### src/hw/rtl/tplw_pkg.sv
`default_nettype none
package tplw_pkg;
   localparam int MaxVertices  = 4096;
   localparam int MaxTriangles = 8192;
   localparam int CoordBits    = 20;
   localparam int InCoordW     = 20;

   localparam logic [1:0] ReqVertex   = 2'd0;
   localparam logic [1:0] ReqTriangle = 2'd1;
   localparam logic [1:0] ReqLocate   = 2'd2;

   localparam logic [1:0] StFound = 2'd0;
   localparam logic [1:0] StOff   = 2'd1;
   localparam logic [1:0] StLimit = 2'd2;

   localparam logic CsrTriCount  = 1'b0;
   localparam logic CsrStepLimit = 1'b1;

   // triangle record as kept in the mesh memory
   typedef struct packed {
      logic signed [13:0] nb2;
      logic signed [13:0] nb1;
      logic signed [13:0] nb0;
      logic [11:0] c2;
      logic [11:0] c1;
      logic [11:0] c0;
   } tri_rec_type;
endpackage
`default_nettype wire

### src/hw/rtl/tplw_orient.sv
`default_nettype none
// Orientation product d = a*b - c*e; products registered, difference combinational.
module tplw_orient
   import tplw_pkg::*;
#(
   parameter int COORD_BITS = CoordBits
) (
   input  wire logic clock,
   input  wire logic signed [COORD_BITS:0] a_in,
   input  wire logic signed [COORD_BITS:0] b_in,
   input  wire logic signed [COORD_BITS:0] c_in,
   input  wire logic signed [COORD_BITS:0] e_in,
   output logic pos_out
);
   localparam int PW = 2 * COORD_BITS + 2;
   logic signed [PW-1:0] p0_ff, p1_ff;
   logic signed [PW:0] d_in;

   always_ff @(posedge clock) begin
      p0_ff <= a_in * b_in;
      p1_ff <= c_in * e_in;
   end

   assign d_in = {p0_ff[PW-1], p0_ff} - {p1_ff[PW-1], p1_ff};
   assign pos_out = !d_in[PW] && (d_in != '0);
endmodule
`default_nettype wire

### config.mk
export PLATFORM = sky130hd
export DESIGN_NAME = tplw_orient
export DESIGN_NICKNAME = d
export VERILOG_FILES = /design/src/hw/rtl/tplw_pkg.sv /design/src/hw/rtl/tplw_orient.sv
export SDC_FILE = /design/constraint.sdc
export NUM_CORES = 2
export LEC_CHECK = 0
export BUFFER_PORTS_ARGS = -buffer_cell sky130_fd_sc_hd__buf_4
export CORE_UTILIZATION = 33
export DETAILED_ROUTE_END_ITERATION = 8
export PLACE_DENSITY_LB_ADDON = 0.05
export SLEW_MARGIN = 20
export SYNTH_ARGS = -nofsm -noshare
export SYNTH_HDL_FRONTEND = slang
export SYNTH_SLANG_ARGS = --single-unit
### constraint.sdc
create_clock -name clock -period 16.6 [get_ports clock]
set_input_delay 2.49 -clock clock [delete_from_list [all_inputs] [get_ports clock]]
set_output_delay 2.49 -clock clock [all_outputs]
set_load 0.03 [all_outputs]
==> impl_results.md <==
* Result of the run: complete, no violations
* Max cap viols at 0
* Number of I/O port buffers at 85
* Filler Cells Inserted at between 10,000 and 15,000
* Final Instance Count excl. Fillers at about 5,500
* Worst EP required at ~17 ns
* Peak Freq at between 100 and 150 MHz
* Root buffer cell: sky130_fd_sc_hd__clkbuf_16
* DR WL/cell at roughly 18 um
* Distinct cell type count of the synthesized netlist at 86
* Starting density of the core at 0.335
* Total routing resource utilization after global routing at 0.187
* Share of the synthesized area in the top cell type at 0.494
* Number of standard cells after synthesis at just over 4,000
* Post-CTS Repair Setup Buffers at 0
* Maximum number of pins on one net before global-route repair at 22
* Layout overhead on the synthesized area at 5.82%
* Global-route wire length before repair at 164,000 um
* Post-synthesis sequential element count at 84
* Most common cell in the synthesized netlist: sky130_fd_sc_hd__inv_1
* Number of synthesized flops with an enable pin at 0
* Vias after detailed routing at 26,000
* Category of the worst setup path capture point: flip-flop
* Count of antenna-violating nets left after detailed routing at 0
* Number of cells after detailed placement at 5,516
* Post_cts resized at 0
* Synth Cell Area at between 30,000 and 40,000 um2
* Setup repair after global routing missed its margin: false
* H-tree depth at 3
* Final TNS setup at 0 ns
* Clock tree from TritonCTS: yes
* Largest cells by area after synthesis: sky130_fd_sc_hd__fa_1 49%, sky130_fd_sc_hd__inv_1 11%, sky130_fd_sc_hd__ha_1 8.9%
* Path type of the worst min-delay path: input port to flip-flop
* Hold Crit Depth at 2
* Post-synthesis sequential area ratio at 0.0451
* Die boundary height at between 300 and 400 um
* Clock period minus final worst setup slack at 9.41 ns
* Drt total wl at approximately 100,000 um
* Hold violation count in the final report at 0
* Transition time at the pin with the least slew margin at 0.974 ns
* # IOs at 86
* Number of DRC markers in iteration 0 at between 1,000 and 1,500
* Count of yosys warnings during synthesis at 0
* Total CTS buffers at 9
* Worst EP arrival at a little under 10 ns
* Placeable core region at ~110,000 um2
* Number of vias per cell at about 4.7
* Nature of the critical path startpoint: input port
* Horizontal die dimension at about 340 um
* Router iterations before antenna repair at 4
* Gpl congestion at a little over 0.8
* Worst max-slew margin expressed relative to the limit at 0.349
* CP Class: input port to flip-flop
* Layout Nets at between 5,000 and 6,000
* Remaining global-route overflow at 0
* Final setup violating endpoints at 0
* Hold Buf Count CTS at 0
* Number of buffers on the longest clock path at 2
* Final clock period utilization by the worst path at 0.567
* Share of flip-flops with an asynchronous set or reset at 0
* Biggest area consumer among synthesized cells: sky130_fd_sc_hd__fa_1
* Std-Cell Rows at around 120
* Num Clock Sinks at 84
* Top cells by count, synth: 1,057 x sky130_fd_sc_hd__inv_1, 919 x sky130_fd_sc_hd__fa_1, 488 x sky130_fd_sc_hd__nand2_1
* Via count of the first global-routing pass at roughly 29,000
* Synth Net Count at around 5,400
* CTS clock-pin slew for the worst setup and hold paths at ~0.060 ns
* Largest fanout of any net on the critical path at 16
* Fraction of layout cells with a size suffix above 1 at 0.0329
* Syn avg cell area at 9.03 um2
* Die ar. at between 100,000 and 150,000 um2
* Primary FF master, synth: sky130_fd_sc_hd__dfxtp_1
* Count of unresolved DRC violations after routing at 0
* Initial antenna violation count at 1
* Max Slew Vio Count at 0
* Total half-perimeter wirelength after legalization and detailed placement at 84,100 um
-- path summary, 6_finish.rpt --
path	start	end	slack [ns]
hold / removal	a_in[0]	p0_ff[0]	2.57
setup / recovery	b_in[20]	p0_ff[41]	7.19
-- cell families after synthesis --
kind of cell	Yosys count	synth area share
buffers and inverters	1244	0.126
adder cells (fa/ha/maj)	1183	0.582
AND/OR/NAND/NOR	1148	0.154
AO/OA/AOI/OAI	358	0.0664
XOR/XNOR	105	0.0247
flip-flops	84	0.0451
multiplexers	6	0.00165
-- per-layer routing --
metal	GRT usage	up-vias	share of wire
met5	0	-	0
met4	0.0154	0	0.0067
met3	0.0174	39	0.028
met2	0.329	312	0.51
met1	0.257	13700	0.45
li1	-	11900	-
-- through the flow --
step                      hold WS [ns]  cell area, um2  utilization  setup WS (ns)
after floorplan                   2.61           37300            -           7.52
after global placement            2.96           39000        0.351           6.75
after detailed placement          2.96           39000        0.351           6.76
after CTS                         2.56           39400        0.354           7.13
after global routing              2.56           39400        0.354           6.76
final                             2.57           39400        0.354           7.19
-- worst max-delay path: stages --
cell and delay (ns):
sky130_fd_sc_hd__buf_4 0.17, sky130_fd_sc_hd__inv_1 0.62, sky130_fd_sc_hd__nor2_1 0.14, sky130_fd_sc_hd__fa_1 0.55, sky130_fd_sc_hd__fa_1 0.45, sky130_fd_sc_hd__fa_1 0.53, sky130_fd_sc_hd__fa_1 0.43, sky130_fd_sc_hd__fa_1 0.46
sky130_fd_sc_hd__fa_1 0.51, sky130_fd_sc_hd__inv_1 0.06, sky130_fd_sc_hd__fa_1 0.49, sky130_fd_sc_hd__inv_1 0.04, sky130_fd_sc_hd__ha_1 0.35, sky130_fd_sc_hd__a21o_1 0.21, sky130_fd_sc_hd__a21o_1 0.18, sky130_fd_sc_hd__a211oi_1 0.26
sky130_fd_sc_hd__o21ai_1 0.18, sky130_fd_sc_hd__a211o_1 0.31, sky130_fd_sc_hd__a31oi_1 0.24, sky130_fd_sc_hd__o21ai_1 0.15, sky130_fd_sc_hd__o41a_1 0.36, sky130_fd_sc_hd__a21o_1 0.18, sky130_fd_sc_hd__a21oi_1 0.17, sky130_fd_sc_hd__xnor2_1 0.16
-- flip-flops by register name, summed over array words and instances (netlist names) --
name   count
p1_ff     42
p0_ff     42
-- cell type report --
class	instances	area [um2]	area share
Antenna cell	3	7.51	0.000190
Clock buffer	11	253	0.00641
Clock inverter	4	120	0.00305
Inverter	1058	3970	0.101
Multi-Input combinational cell	2800	30900	0.783
Sequential cell	84	1680	0.0427
Tap cell	1488	1860	0.0472
Timing Repair Buffer	86	646	0.0164
-- layout by cell type, fill, tap and decap left out, types with 4 or more instances in the layout --
cell                           n
sky130_fd_sc_hd__buf_4        86
sky130_fd_sc_hd__o21a_1       24
sky130_fd_sc_hd__ha_1        264
sky130_fd_sc_hd__xor2_1       33
sky130_fd_sc_hd__bufinv_16     4
sky130_fd_sc_hd__inv_1      1057
sky130_fd_sc_hd__o21ai_0      50
sky130_fd_sc_hd__and4_1        5
sky130_fd_sc_hd__nand4_1      12
sky130_fd_sc_hd__and3_1       14
sky130_fd_sc_hd__a211o_1       6
sky130_fd_sc_hd__dfxtp_1      84
sky130_fd_sc_hd__o2111ai_1     7
sky130_fd_sc_hd__nand2_1     488
sky130_fd_sc_hd__nand2b_1     28
sky130_fd_sc_hd__o2111a_1      4
sky130_fd_sc_hd__nand3_1      31
sky130_fd_sc_hd__o21bai_1     15
sky130_fd_sc_hd__o211ai_1     10
sky130_fd_sc_hd__or3_1         7
sky130_fd_sc_hd__o21ai_1       8
sky130_fd_sc_hd__nor2b_1      12
sky130_fd_sc_hd__a211oi_1     15
sky130_fd_sc_hd__clkbuf_16     9
sky130_fd_sc_hd__and2_1      413
sky130_fd_sc_hd__a21o_1       46
sky130_fd_sc_hd__nor3_1       17
sky130_fd_sc_hd__nor2_1       95
sky130_fd_sc_hd__xnor2_1      72
sky130_fd_sc_hd__mux2i_1       5
sky130_fd_sc_hd__a31oi_1      10
sky130_fd_sc_hd__fa_1        919
sky130_fd_sc_hd__a21oi_1      97
sky130_fd_sc_hd__a31o_2        4
Power is left out: the tool's default activity adds up to more than one toggle a clock period on the data nets, which glitch-free logic cannot reach.
